==> src/rtl/s4a_pkg.sv <==
`timescale 1ns / 1ps
// Shared types and constants for the SOCKS4a request parser.
package s4a_pkg;

    localparam logic [7:0] SOCKS_VER   = 8'h04;
    localparam logic [7:0] CMD_CONNECT = 8'h01;
    localparam logic [7:0] REP_GRANT   = 8'h5A;
    localparam logic [7:0] REP_FAIL    = 8'h5B;
    localparam logic [7:0] REP_NULL    = 8'h00;

    typedef enum logic [1:0] {
        KIND_USER   = 2'd0,
        KIND_DOMAIN = 2'd1,
        KIND_REPLY  = 2'd2
    } t_kind;

    // Per-word event from the parser to the output stage.
    typedef struct packed {
        logic       echo;        // accepted word is a name byte to echo
        t_kind      kind;        // user id or domain
        logic [7:0] data;        // echoed byte
        logic       reply_start; // final terminator seen
    } t_evt;

endpackage

==> src/rtl/s4a_parse.sv <==
`timescale 1ns / 1ps
// Request field parser: phase tracking and captured header fields.
module s4a_parse (
    input  logic          i_clk,
    input  logic          i_rst_n,
    input  logic          i_accept,
    input  logic [7:0]    i_byte,
    output s4a_pkg::t_evt o_evt,
    output logic [15:0]   o_port,
    output logic [31:0]   o_ip,
    output logic          o_granted,
    output logic          o_has_domain
);
    import s4a_pkg::*;

    typedef enum logic [3:0] {
        PH_VER, PH_CMD, PH_PORT_HI, PH_PORT_LO,
        PH_IP0, PH_IP1, PH_IP2, PH_IP3,
        PH_USER, PH_DOMAIN, PH_DONE
    } t_phase;

    t_phase      r_phase;
    logic [7:0]  r_ver;
    logic [7:0]  r_cmd;
    logic [15:0] r_port;
    logic [31:0] r_ip;
    logic        r_dom;

    logic        w_want_dom;

    // 0.0.0.x with x nonzero means a domain name follows the user id
    assign w_want_dom = (r_ip[31:8] == 24'd0) && (r_ip[7:0] != 8'd0);

    always_ff @(posedge i_clk) begin
        if (!i_rst_n) begin
            r_phase <= PH_VER;
            r_ver   <= '0;
            r_cmd   <= '0;
            r_port  <= '0;
            r_ip    <= '0;
            r_dom   <= 1'b0;
        end else if (i_accept) begin
            case (r_phase)
                PH_VER: begin
                    r_ver   <= i_byte;
                    r_phase <= PH_CMD;
                end
                PH_CMD: begin
                    r_cmd   <= i_byte;
                    r_phase <= PH_PORT_HI;
                end
                PH_PORT_HI: begin
                    r_port[15:8] <= i_byte;
                    r_phase      <= PH_PORT_LO;
                end
                PH_PORT_LO: begin
                    r_port[7:0] <= i_byte;
                    r_phase     <= PH_IP0;
                end
                PH_IP0, PH_IP1, PH_IP2: begin
                    r_ip    <= {r_ip[23:0], i_byte};
                    r_phase <= t_phase'(r_phase + 4'd1);
                end
                PH_IP3: begin
                    r_ip    <= {r_ip[23:0], i_byte};
                    r_phase <= PH_USER;
                end
                PH_USER: begin
                    if (i_byte == 8'd0) begin
                        r_dom   <= w_want_dom;
                        r_phase <= w_want_dom ? PH_DOMAIN : PH_DONE;
                    end
                end
                PH_DOMAIN: begin
                    if (i_byte == 8'd0) begin
                        r_phase <= PH_DONE;
                    end
                end
                default: begin
                    r_phase <= PH_DONE;
                end
            endcase
        end
    end

    always_comb begin
        o_evt             = '0;
        o_evt.data        = i_byte;
        o_evt.kind        = (r_phase == PH_DOMAIN) ? KIND_DOMAIN : KIND_USER;
        if (i_accept) begin
            if (r_phase == PH_USER) begin
                o_evt.echo        = (i_byte != 8'd0);
                o_evt.reply_start = (i_byte == 8'd0) && !w_want_dom;
            end else if (r_phase == PH_DOMAIN) begin
                o_evt.echo        = (i_byte != 8'd0);
                o_evt.reply_start = (i_byte == 8'd0);
            end
        end
    end

    assign o_port       = r_port;
    assign o_ip         = r_ip;
    assign o_granted    = (r_ver == SOCKS_VER) && (r_cmd == CMD_CONNECT);
    assign o_has_domain = r_dom;

endmodule

==> src/rtl/s4a_out.sv <==
`timescale 1ns / 1ps
// Output register and eight-byte reply sequencer.
module s4a_out (
    input  logic          i_clk,
    input  logic          i_rst_n,
    input  s4a_pkg::t_evt i_evt,
    input  logic [15:0]   i_port,
    input  logic [31:0]   i_ip,
    input  logic          i_granted,
    input  logic          i_has_domain,
    output logic          o_free,
    output logic          o_valid,
    input  logic          i_ready,
    output logic [1:0]    o_kind,
    output logic [7:0]    o_data,
    output logic          o_last,
    output logic [15:0]   o_port,
    output logic [31:0]   o_ip,
    output logic          o_granted,
    output logic          o_has_domain
);
    import s4a_pkg::*;

    logic        r_valid;
    logic        r_busy;
    logic [2:0]  r_idx;
    t_kind       r_kind;
    logic [7:0]  r_data;
    logic        r_last;
    logic [15:0] r_port;
    logic [31:0] r_ip;
    logic        r_granted;
    logic        r_has_dom;

    logic        w_free;
    logic [7:0]  w_rep_byte;

    assign w_free = !r_valid || i_ready;

    always_comb begin
        case (r_idx)
            3'd0:    w_rep_byte = REP_NULL;
            3'd1:    w_rep_byte = i_granted ? REP_GRANT : REP_FAIL;
            3'd2:    w_rep_byte = i_port[15:8];
            3'd3:    w_rep_byte = i_port[7:0];
            3'd4:    w_rep_byte = i_ip[31:24];
            3'd5:    w_rep_byte = i_ip[23:16];
            3'd6:    w_rep_byte = i_ip[15:8];
            default: w_rep_byte = i_ip[7:0];
        endcase
    end

    // echo and reply never compete: reply runs only after the parser is done
    always_ff @(posedge i_clk) begin
        if (!i_rst_n) begin
            r_valid <= 1'b0;
            r_busy  <= 1'b0;
            r_idx   <= '0;
        end else begin
            if (i_evt.reply_start) begin
                r_busy <= 1'b1;
                r_idx  <= '0;
            end
            if (w_free) begin
                r_valid <= i_evt.echo || r_busy;
                if (r_busy) begin
                    r_idx <= r_idx + 3'd1;
                    if (r_idx == 3'd7) begin
                        r_busy <= 1'b0;
                    end
                end
            end
        end
    end

    always_ff @(posedge i_clk) begin
        if (w_free) begin
            r_port <= i_port;
            r_ip   <= i_ip;
            if (r_busy) begin
                r_kind    <= KIND_REPLY;
                r_data    <= w_rep_byte;
                r_last    <= (r_idx == 3'd7);
                r_granted <= i_granted;
                r_has_dom <= i_has_domain;
            end else begin
                r_kind    <= i_evt.kind;
                r_data    <= i_evt.data;
                r_last    <= 1'b0;
                r_granted <= 1'b0;
                r_has_dom <= 1'b0;
            end
        end
    end

    assign o_free       = w_free;
    assign o_valid      = r_valid;
    assign o_kind       = r_kind;
    assign o_data       = r_data;
    assign o_last       = r_last;
    assign o_port       = r_port;
    assign o_ip         = r_ip;
    assign o_granted    = r_granted;
    assign o_has_domain = r_has_dom;

endmodule

==> src/rtl/socks4a_request_parser.sv <==
`timescale 1ns / 1ps
// Top level of the SOCKS4a request parser.
//
// Takes one request byte per word on the slave stream: version, command, port
// (high byte first), four IP bytes, a zero-terminated user id and, only when
// the IP is 0.0.0.x with x nonzero, a zero-terminated domain. Name bytes are
// echoed one word each (tuser = user id or domain); terminators are not.
// On the final terminator the master stream carries the eight reply bytes
// 00, status (5A granted / 5B failed), port hi, port lo, IP[31:0] MSB first,
// tlast on the eighth, with granted and has_domain valid on those words.
// Afterwards input is accepted and dropped until reset. Throughput is one
// byte per cycle: parsing is a single state update per word and results go
// through one output register, so s_tready only drops when that register is
// full and the sink stalls. An echo word is presented the cycle after its byte
// is accepted. The reply sequencer arms on the terminator (r_busy is set), then
// loads the eight reply words into the output register in order, holding while
// the sink stalls; input keeps flowing meanwhile.
module socks4a_request_parser (
    input  logic        i_clk,
    input  logic        i_rst_n,
    // slave stream
    input  logic        i_s_tvalid,
    output logic        o_s_tready,
    input  logic [7:0]  i_s_tdata,   // [7:0] rx_byte
    // master stream
    output logic        o_m_tvalid,
    input  logic        i_m_tready,
    output logic [63:0] o_m_tdata,   // [7:0] data, [23:8] dest_port,
                                     // [55:24] dest_ip, [56] granted,
                                     // [57] has_domain, [63:58] zero
    output logic [1:0]  o_m_tuser,   // [1:0] kind
    output logic        o_m_tlast    // last reply byte
);
    import s4a_pkg::*;

    logic        w_free;
    logic        w_accept;
    t_evt        w_evt;
    logic [15:0] w_port;
    logic [31:0] w_ip;
    logic        w_granted;
    logic        w_has_dom;

    logic [7:0]  w_data;
    logic [15:0] w_out_port;
    logic [31:0] w_out_ip;
    logic        w_out_granted;
    logic        w_out_dom;

    assign o_s_tready = w_free;
    assign w_accept   = i_s_tvalid && w_free;

    s4a_parse u_parse (
        .i_clk        (i_clk),
        .i_rst_n      (i_rst_n),
        .i_accept     (w_accept),
        .i_byte       (i_s_tdata),
        .o_evt        (w_evt),
        .o_port       (w_port),
        .o_ip         (w_ip),
        .o_granted    (w_granted),
        .o_has_domain (w_has_dom)
    );

    s4a_out u_out (
        .i_clk        (i_clk),
        .i_rst_n      (i_rst_n),
        .i_evt        (w_evt),
        .i_port       (w_port),
        .i_ip         (w_ip),
        .i_granted    (w_granted),
        .i_has_domain (w_has_dom),
        .o_free       (w_free),
        .o_valid      (o_m_tvalid),
        .i_ready      (i_m_tready),
        .o_kind       (o_m_tuser),
        .o_data       (w_data),
        .o_last       (o_m_tlast),
        .o_port       (w_out_port),
        .o_ip         (w_out_ip),
        .o_granted    (w_out_granted),
        .o_has_domain (w_out_dom)
    );

    assign o_m_tdata = {6'd0, w_out_dom, w_out_granted, w_out_ip, w_out_port, w_data};

endmodule
==> config.mk <==
export PLATFORM = sky130hd
export DESIGN_NAME = socks4a_request_parser
export DESIGN_NICKNAME = d
export VERILOG_FILES = /design/src/rtl/s4a_pkg.sv /design/src/rtl/s4a_parse.sv /design/src/rtl/s4a_out.sv /design/src/rtl/socks4a_request_parser.sv
export SDC_FILE = /design/constraint.sdc
export NUM_CORES = 1
export LEC_CHECK = 0
export BUFFER_PORTS_ARGS = -buffer_cell sky130_fd_sc_hd__buf_2
export CAP_MARGIN = 5
export CORE_MARGIN = 8
export CORE_UTILIZATION = 61
export CTS_CLUSTER_SIZE = 8
export DETAILED_ROUTE_END_ITERATION = 12
export PLACE_DENSITY_LB_ADDON = 0.25
export SKIP_CTS_REPAIR_TIMING = 1
export SLEW_MARGIN = 20
export SYNTH_ARGS = -nofsm -noshare
export SYNTH_HDL_FRONTEND = slang
export SYNTH_SLANG_ARGS = --single-unit
==> constraint.sdc <==
create_clock -name i_clk -period 10.5 [get_ports i_clk]
set_input_delay 2.625 -clock i_clk [delete_from_list [all_inputs] [get_ports i_clk]]
set_output_delay 2.625 -clock i_clk [all_outputs]
set_load 0.01 [all_outputs]
==> Yosys cells after proc, flatten, opt, wreduce, memory -nomap -nowiden <==
Index checks and enable logic that the tools add are counted.
{ "totals": {"reg_bits": 135, "inputBits": 12} }
{ "classes": {"addsub": 2, "n_eq_ne": 20, "n_mux": 21, "reduce_logical": 23} }
{ "ops": {"columns": ["op", "n"], "rows": [
  ["$pmux W8 S7", 1],
  ["$pmux W4 S8", 1],
  ["$logic_not A24 Y1", 1],
  ["$eq A4 B3 Y1 const B", 4],
  ["$reduce_bool A8 Y1", 2],
  ["$eq A3 B3 Y1 const B", 4],
  ["$mux W1", 12],
  ["$reduce_and A2 Y1", 5],
  ["$mux W3", 3],
  ["$eq A4 B2 Y1 const B", 2],
  ["$eq A4 B4 Y1 const B", 2],
  ["$eq A8 B1 Y1 const B", 1],
  ["$eq A8 B3 Y1 const B", 1],
  ["$logic_not A8 Y1", 1],
  ["$mux W4", 2],
  ["$mux W8", 1],
  ["$eq A3 B2 Y1 const B", 2],
  ["$reduce_and A3 Y1", 2],
  ["$add A4 B1 Y4 const B", 1],
  ["$eq A4 B1 Y1 const B", 1],
  ["$logic_and A1 B1 Y1", 4],
  ["$logic_not A4 Y1", 1],
  ["$ne A2 B1 Y1 const B", 2],
  ["$reduce_or A4 Y1", 1],
  ["7 further kinds", 9]
]} }

==> Longest topological paths before layout <==
Gate-level depths: netlist (run 1).
{ "logic_depth": {"word_depth": 10, "ltp_mapped": 11, "ltp_nobuf": 6} }

==> Cells and area by module <==
A second synthesis (run 1) with hierarchy kept.
{ "unflattened": {"cells_unflattened": 535, "hier_area_um2": 5615.4} }
{ "modules_own_cells": {"columns": ["module", "n_inst", "cells_per_inst", "area_per_inst_um2", "seq_area_each_um2"], "rows": [
  ["s4a_parse", 1, 368, 2892.8, 1381.3],
  ["s4a_out", 1, 157, 2652.5, 1931.9],
  ["socks4a_request_parser", 1, 10, 70.1, 0.0]
]} }

==> Worst setup path after synthesis (run 1) <==
OpenSTA, ideal clock, no wires.
{ "synth_path": {"path_type": "input -> output", "start": "in i_m_tready", "end": "out o_s_tready", "arrival_ns": 4.760, "required_time_ns": 7.875, "setup_slack_ns": 3.115, "path_stages": 3, "path_buffers": 1, "cell_sequence": "nor2b_1 -> inv_1 -> clkbuf_1"} }
{ "synth_between": {"elab_chain_cells": 1} }
{ "synth_lines": {"columns": ["item", "line", "rtl"], "rows": [
  ["from (decl)", "socks4a_request_parser.sv:27", "input logic i_m_tready,"],
  ["$logic_or A1 B1 Y1", "s4a_out.sv:38", "assign w_free = !r_valid || i_ready;"],
  ["to (decl)", "socks4a_request_parser.sv:23", "output logic o_s_tready,"]
]} }
Every way passes these cells.

==> Worst setup path after layout (run 1) <==
Ends and elaborated chain as after synthesis.

==> results of run 1 <==
-- worst max path at each step --
stage	endpoint	slack (ns)	depth (start not counted)	from
6_report	o_s_tready	4.63	4	i_m_tready
5_1_grt	o_s_tready	4.60	4	i_m_tready
3_5_place_dp	o_s_tready	4.62	4	i_m_tready
3_3_place_gp	o_s_tready	4.66	4	i_m_tready
2_1_floorplan	o_s_tready	3.12	3	i_m_tready
4_1_cts	o_s_tready	4.62	4	i_m_tready
-- cell families after synthesis --
logic type               synth area share
other                           0.0006626
buffers and inverters             0.05019
AND/OR/NAND/NOR                    0.1309
multiplexers                      0.07650
flip-flops                         0.5855
AO/OA/AOI/OAI                      0.1342
adder cells (fa/ha/maj)           0.02211
-- synth_stat cells, drive strengths merged (2+ instances only) --
| master | count | share of area |
|---|---|---|
| dfxtp | 74 | 0.26 |
| nand3 | 35 | 0.031 |
| nor2 | 45 | 0.030 |
| o21ai | 41 | 0.036 |
| mux2 | 10 | 0.020 |
| o311ai | 2 | 0.0031 |
| nor4 | 11 | 0.012 |
| a31oi | 7 | 0.0077 |
| or3 | 2 | 0.0022 |
| nand4 | 11 | 0.012 |
| inv | 16 | 0.011 |
| a21oi | 38 | 0.034 |
| nor2b | 4 | 0.0044 |
| buf | 18 | 0.020 |
| nor4b | 3 | 0.0073 |
| a21o | 3 | 0.0040 |
| nor3 | 2 | 0.0018 |
| or4 | 3 | 0.0046 |
| nand2b | 6 | 0.0066 |
| mux2i | 32 | 0.057 |
| edfxtp | 61 | 0.32 |
| a22oi | 3 | 0.0040 |
| ha | 10 | 0.022 |
| and2 | 3 | 0.0033 |
| a32o | 4 | 0.0071 |
| a222oi | 4 | 0.0071 |
| a221oi | 5 | 0.0077 |
| nand2 | 11 | 0.0073 |
| clkbuf | 29 | 0.019 |
| a211oi | 10 | 0.015 |
| and4 | 3 | 0.0046 |
-- power by group through the flow --
stage,clock [mW],sequential [mW],combinational [mW]
global route,0.667,0.631,0.268
CTS,0.647,0.626,0.239
finish,0.642,0.626,0.247
floorplan,0,0.640,0.166
detailed placement,0,0.637,0.237
global placement,0,0.635,0.231
-- cell type report --
type | count | area, um2 | share of cell area
clock buffer | 18 | 417.9 | 0.06301
clock inverter | 14 | 220.2 | 0.03320
inverter | 16 | 61.31 | 0.009244
multi-input combinational | 322 | 2081 | 0.3137
sequential | 135 | 3313 | 0.4995
tap | 111 | 138.9 | 0.02094
timing repair buffer | 77 | 400.4 | 0.06037
-- metal layers --
metal / GRT usage / wire length (um) / up-vias
li1: - / - / 2020
met1: 0.2581 / 5355 / 2108
met2: 0.3633 / 6928 / 254
met3: 0.06817 / 1315 / 46
met4: 0.1133 / 391 / 0
met5: 0 / 0 / -
-- placed cells by master, fill, tap and decap left out, drive strengths merged, types with 7 or more instances in the layout --
master / synthesis / routed
buf: 18 / 77
dfxtp: 74 / 74
edfxtp: 61 / 61
nor2: 45 / 45
o21ai: 41 / 41
a21oi: 38 / 38
nand3: 35 / 35
mux2i: 32 / 32
inv: 16 / 19
clkbuf: 29 / 18
nor4: 11 / 11
nand4: 11 / 11
nand2: 11 / 11
mux2: 10 / 10
ha: 10 / 10
a211oi: 10 / 10
a31oi: 7 / 7
-- state kept, by name, summed over array words and instances, names as in the netlist, 4 cells and up --
name	count
u_out.o_data	8
u_out.o_ip	32
u_out.o_port	16
u_parse.o_ip	32
u_parse.o_port	16
u_parse.r_cmd	8
u_parse.r_phase	4
u_parse.r_ver	8
-- worst max-delay path, cell delays in order --
cell and delay, ns:
sky130_fd_sc_hd__buf_2 0.10, sky130_fd_sc_hd__nor2b_1 0.32, sky130_fd_sc_hd__inv_2 0.06, sky130_fd_sc_hd__buf_2 0.15
-- through the flow --
step                cells  power (mW)  hold WS, ns  worst slack (ns)  instance area [um2]
finish                693       1.516       0.4747             4.631                 6633
global route          693       1.567       0.4862             4.599                 6633
CTS                   692       1.512       0.4722             4.616                 6616
detailed placement    660      0.8738       0.4582             4.617                 5978
global placement      660      0.8658       0.4575             4.660                 5978
floorplan             520      0.8063       0.4064             3.115                 5678
==> results.md, run 1 <==
- Sum of routed wire length over all layers: 13.99 mm
- Largest fanout on the critical path: 3
- DRC violation count after routing: 0
- Cell at the root of the clock tree: sky130_fd_sc_hd__clkbuf_8
- Average via count per standard cell: 6.390
- Data arrival at the endpoint of the critical path: 3.24 ns
- First-pass GRT wire length: 22.06 mm
- Fillcell total: 605
- Min cycle time layout: 5.869 ns
- Num Clock Sinks: 135
- Combinational fraction of design power: 0.163
- EDFF count, synth: 61
- Diodes inserted: 0
- Worst path required time: 7.88 ns
- Clock-pin transition on the worst setup and hold timing paths: 0.06 ns
- Critical Path Sink Type: output port
- Ratio of cells with drive above 1 in the final layout: 0.2131
- Hold-critical path endpoint: u_out.o_port[0]$_DFFE_PN_
- Total internal power: 1.091 mW
- Period Utilization, post-route: 0.5590
- Routed Antenna Nets: 0
- Lkg Pwr: 2.638 nW
- Count of max-cap constraint violations: 0
- Count of cells along the worst register-to-register path: 6
- Maximum number of buffers from clock root to sink: 2
- Switching part of the total: 0.2803
- Most used flip-flop cell after synthesis: sky130_fd_sc_hd__dfxtp_1
- Run status: finished clean
- Core ar.: 0.009109 mm2
- I/O pin total: 81
- Normalized max-slew margin: 0.2534
- Standard-cell rows: 35
- Total Routing Usage GR: 0.2218
- Layout Area Growth over Synthesis: 17.20%
- Count of nets after finishing: 591
- Die ar.: 0.01262 mm2
- Seq/Total Area, Yosys: 0.5855
- Number of buffers created by CTS: 17
- Fraction of the core area covered by cells at the end of the flow: 0.7282
- Clock share of power: 0.424
- Initial cell density of the core: 0.6213
- Unique masters post-synth: 47
- Via count of the first global-routing pass: 4,220
- DIE WIDTH: 112.3 um
- Number of DRC violations after detailed-routing iteration 0: 435
- Input/output buffers: 74
- Max rail drop VDD: 0.0001743 V
- Pwr/cell area: 228.5 mW/mm2
- Warnings, synthesis: 0
- DRT Pass-1 Iters: 5
- Total gr overflow: 0
- Kind of critical path: primary input to output port
- Routed via count: 4,428
- Number of antenna violations at the first check in global routing: 0
- Startpoint of the worst-slack reg-to-reg timing path: u_out.r_idx[2]$_SDFF_PN0_
- Startpoint type of the worst setup path: primary input
- CTS tree: yes
- Number of H-tree branching levels: 4
- Classification of the worst-slack hold path: flip-flop to flip-flop
- Flop and latch count out of synthesis: 135
- Synth Area per Inst: 10.99 um2
- Count of final hold-check violations: 0
- Fmax: 0.1704 GHz
- Final TNS setup: 0 ns
- Clock tree skew after final layout: 0.007159 ns
- Wire length per cell after detailed routing: 20.19 um
- Post-synthesis cell area: 0.005659 mm2
- Number of failing setup endpoints in the final timing report: 0
- R2R setup slack: 7.70 ns
- Reported net switching power: 0.4249 mW
- Insertion delay to the later sink of the worst-skew pair: 0.53 ns
- DPL Wire Length: 8.899 mm
- Hold_sp: u_parse.o_port[0]$_SDFFE_PN0P_
- RSZ-0062 raised after global routing: false
- Vertical extent of the die: 112.3 um
- Worst slew pin tran: 1.120 ns
- Seq pwr share: 0.413
- Number of max-slew violations in the final report: 0
- R2R Path End: u_out.o_data[0]$_DFFE_PN_
- Worst hold path stage count: 0
- Pin count of the biggest net entering global routing: 76
- Post-synthesis cell count: 515
- Final weighted congestion in routability-driven placement: 0.8875
- Post-synth ARST share: 0
No activity file was read; power rests on OpenSTA's default activity.
==> run 2, diff against run 1 <==
Settings changed: ABC_AREA from default to 1, CORE_UTILIZATION 61 to 51.
Clock period 10.5 ns to 5.3 ns, I/O delays scaled along.
==> run 2 against run 1 <==
Compared with the run above: via count down 3.1%; global-route usage down 3.7 points; largest power group is now registers; setup slack worse by 2.6 ns; sequential power up 93%; clock power up 84%; die area up 15%; core utilization down 12 points; cell count up 18%; synthesized cell count up 16%; power up 75%; combinational power up 11%.
==> results.md, run 2 <==
- Run status: finished clean
- EDFF count, synth: 61
- Number of H-tree branching levels: 4
- DRC violation count after routing: 0
- Largest fanout on the critical path: 5
- Layout Cells excl Fill: 821
- Fillcell total: 930
- Via count of the first global-routing pass: 4,218
- Number of failing setup endpoints in the final timing report: 0
- Input/output buffers: 74
- Critical Path Sink Type: output port
- Post-synthesis cell area: 0.005564 mm2
- Most frequent cells in the layout: sky130_fd_sc_hd__nand2_1 (84), sky130_fd_sc_hd__o21ai_0 (80), sky130_fd_sc_hd__dfxtp_1 (74), sky130_fd_sc_hd__buf_2 (73), sky130_fd_sc_hd__nor2_1 (66)
- Data arrival at the endpoint of the critical path: 1.98 ns
- Seq/Total Area, Yosys: 0.5955
- Worst slew pin tran: 0.7691 ns
- Multi-input gate area: 0.001819 mm2
- Clock-pin transition on the worst setup and hold timing paths: 0.06 ns
- Period Utilization, post-route: 0.6235
- Normalized max-slew margin: 0.4872
- Most used flip-flop cell after synthesis: sky130_fd_sc_hd__dfxtp_1
- Core ar.: 0.01075 mm2
- Routed via count: 4,290
- Largest area contributor in the synthesized netlist: sky130_fd_sc_hd__edfxtp_1
- Post-Route Hold Slack: 0.4365 ns
- Kind of critical path: primary input to output port
- I/O pin total: 81
- Number of DRC violations after detailed-routing iteration 0: 418
- Area fraction of the dominant cell type after synthesis: 0.3292
- RSZ-0062 raised after global routing: false
- Insertion delay to the later sink of the worst-skew pair: 0.52 ns
- DIE WIDTH: 120.5 um
- Final weighted congestion in routability-driven placement: 0.9057
- Max rail drop VDD: 0.0001823 V
- Sum of routed wire length over all layers: 13.00 mm
- Die ar.: 0.01451 mm2
- Count of final hold-check violations: 0
- CP dominant cell by count: sky130_fd_sc_hd__buf_2
- Top post-synthesis cells by count: sky130_fd_sc_hd__nand2_1 (84), sky130_fd_sc_hd__o21ai_0 (80), sky130_fd_sc_hd__dfxtp_1 (74), sky130_fd_sc_hd__nor2_1 (66), sky130_fd_sc_hd__inv_1 (64)
- Num Clock Sinks: 135
- Ordered list of cells on the worst path: buf_2 > nor2_2 > inv_2 > buf_2
- Cell at the root of the clock tree: sky130_fd_sc_hd__clkbuf_8
- Most frequent cell after synthesis: sky130_fd_sc_hd__nand2_1
- Count of max-cap constraint violations: 0
- Slowest-stage cell, CP: sky130_fd_sc_hd__nor2_2
- Diodes inserted: 0
- Count of placed standard cells including taps: 789
- Maximum number of buffers from clock root to sink: 2
- DPL Wire Length: 9.097 mm
- Warnings, synthesis: 0
- Average via count per standard cell: 5.225
- Post-synth ARST share: 0
- Total Routing Usage GR: 0.1853
- Count of nets after finishing: 690
- Number of buffers created by CTS: 17
- Worst path required time: 3.97 ns
- Sequential Area: 0.003313 mm2
- Number of antenna violations at the first check in global routing: 0
- Vertical extent of the die: 120.5 um
- Lkg Pwr: 3.011 nW
- Layout Area Growth over Synthesis: 17.76%
- Post-synthesis cell count: 597
- Number of max-slew violations in the final report: 0
- Most common cell after layout, fill and taps aside: sky130_fd_sc_hd__nand2_1
- Wire length per cell after detailed routing: 15.83 um
- First-pass GRT wire length: 21.16 mm
- Routed Antenna Nets: 0
- Final TNS setup: 0 ns
- Unique masters post-synth: 34
- Pwr/cell area: 405.7 mW/mm2
- Classification of the worst-slack hold path: flip-flop to flip-flop
- Clock tree skew after final layout: 0.006739 ns
- Area contributors post-synth: sky130_fd_sc_hd__edfxtp_1 (33%), sky130_fd_sc_hd__dfxtp_1 (27%), sky130_fd_sc_hd__o21ai_0 (7.2%), sky130_fd_sc_hd__a21oi_1 (5.7%), sky130_fd_sc_hd__nand2_1 (5.7%)
- Total gr overflow: 0
- Count of cells along the worst register-to-register path: 7
- Post-route cell area: 0.006553 mm2
- CP peak stage delay: 0.30 ns
- Pin count of the biggest net entering global routing: 72
- Startpoint type of the worst setup path: primary input
- CTS tree: yes
- Worst hold path stage count: 0
- Fraction of the core area covered by cells at the end of the flow: 0.6098
- Fmax: 0.3026 GHz
- Ratio of cells with drive above 1 in the final layout: 0.1806
- Min cycle time layout: 3.304 ns
- Synth Area per Inst: 9.320 um2
- Initial cell density of the core: 0.5178
- Flop and latch count out of synthesis: 135
- DRT Pass-1 Iters: 8
- Standard-cell rows: 38
- Placed Area: 0.005956 mm2
-- run 2: cell types whose count changed in the layout (fill, tap and decap cells not counted), moves of 8 or more --
| cell | previous run | this run |
|---|---|---|
| sky130_fd_sc_hd__mux2i_1 | 32 | 0 |
| sky130_fd_sc_hd__nand2_1 | 11 | 84 |
| sky130_fd_sc_hd__o21ai_0 | 41 | 80 |
| sky130_fd_sc_hd__inv_1 | 14 | 63 |
| sky130_fd_sc_hd__a211oi_1 | 9 | 0 |
| sky130_fd_sc_hd__a21oi_1 | 37 | 63 |
| sky130_fd_sc_hd__nor2_1 | 45 | 66 |
| sky130_fd_sc_hd__nand3_1 | 35 | 8 |
| sky130_fd_sc_hd__nor4_1 | 11 | 3 |
| sky130_fd_sc_hd__mux2_2 | 10 | 0 |
-- run 2: cells by family after synthesis --
kind of cell | Yosys count | synth area share
AND/OR/NAND/NOR | 188 | 0.1477
AO/OA/AOI/OAI | 163 | 0.1527
flip-flops | 135 | 0.5955
buffers and inverters | 100 | 0.08095
adder cells (fa/ha/maj) | 10 | 0.02249
other | 1 | 0.0006740
-- run 2: area by class of cell --
class                   instances  share of cell area
clock buffers                  21             0.06702
repair buffers                 75             0.05805
multi-input cells             367              0.2776
inverters                      72             0.04124
well taps                     140             0.02673
clock inverters                11             0.02368
flip-flops and latches        135              0.5056
-- run 2: worst paths after layout --
| path | end | from | slack (ns) |
|---|---|---|---|
| worst min register to register | u_out.o_ip[24]$_DFFE_PN_ | u_parse.o_ip[24]$_SDFFE_PN0P_ | 0.44 |
| worst max register to register | u_out.o_data[2]$_DFFE_PN_ | u_out.r_idx[1]$_SDFF_PN0_ | 3.13 |
| worst min-delay path | u_out.o_ip[24]$_DFFE_PN_ | u_parse.o_ip[24]$_SDFFE_PN0P_ | 0.44 |
| worst max-delay path | o_s_tready | i_m_tready | 2.00 |
-- run 2: critical path: cells and delay by family --
family	cells	cell delay, ns
simple gates	1	0.30
buf+inv	3	0.35
-- run 2: metrics by stage --
step | total power, mW | setup slack (ns)
final | 2.658 | 1.996
after global routing | 2.763 | 1.953
after CTS | 2.677 | 1.993
after detailed placement | 1.500 | 1.989
after global placement | 1.492 | 2.000
after floorplan | 1.417 | 1.330
-- run 2: routing by layer --
metal  GRT usage  share of wire  vias to the layer above
met5           0              0                        -
met4     0.08509          0.026                        0
met3     0.05128          0.060                       23
met2      0.2928           0.47                      138
met1      0.2322           0.45                     1990
li1            -              -                     2139
-- run 2: power by group --
part	internal (mW)	switching, mW
registers	1.17	0.0380
logic	0.0923	0.182
clock network	0.769	0.410
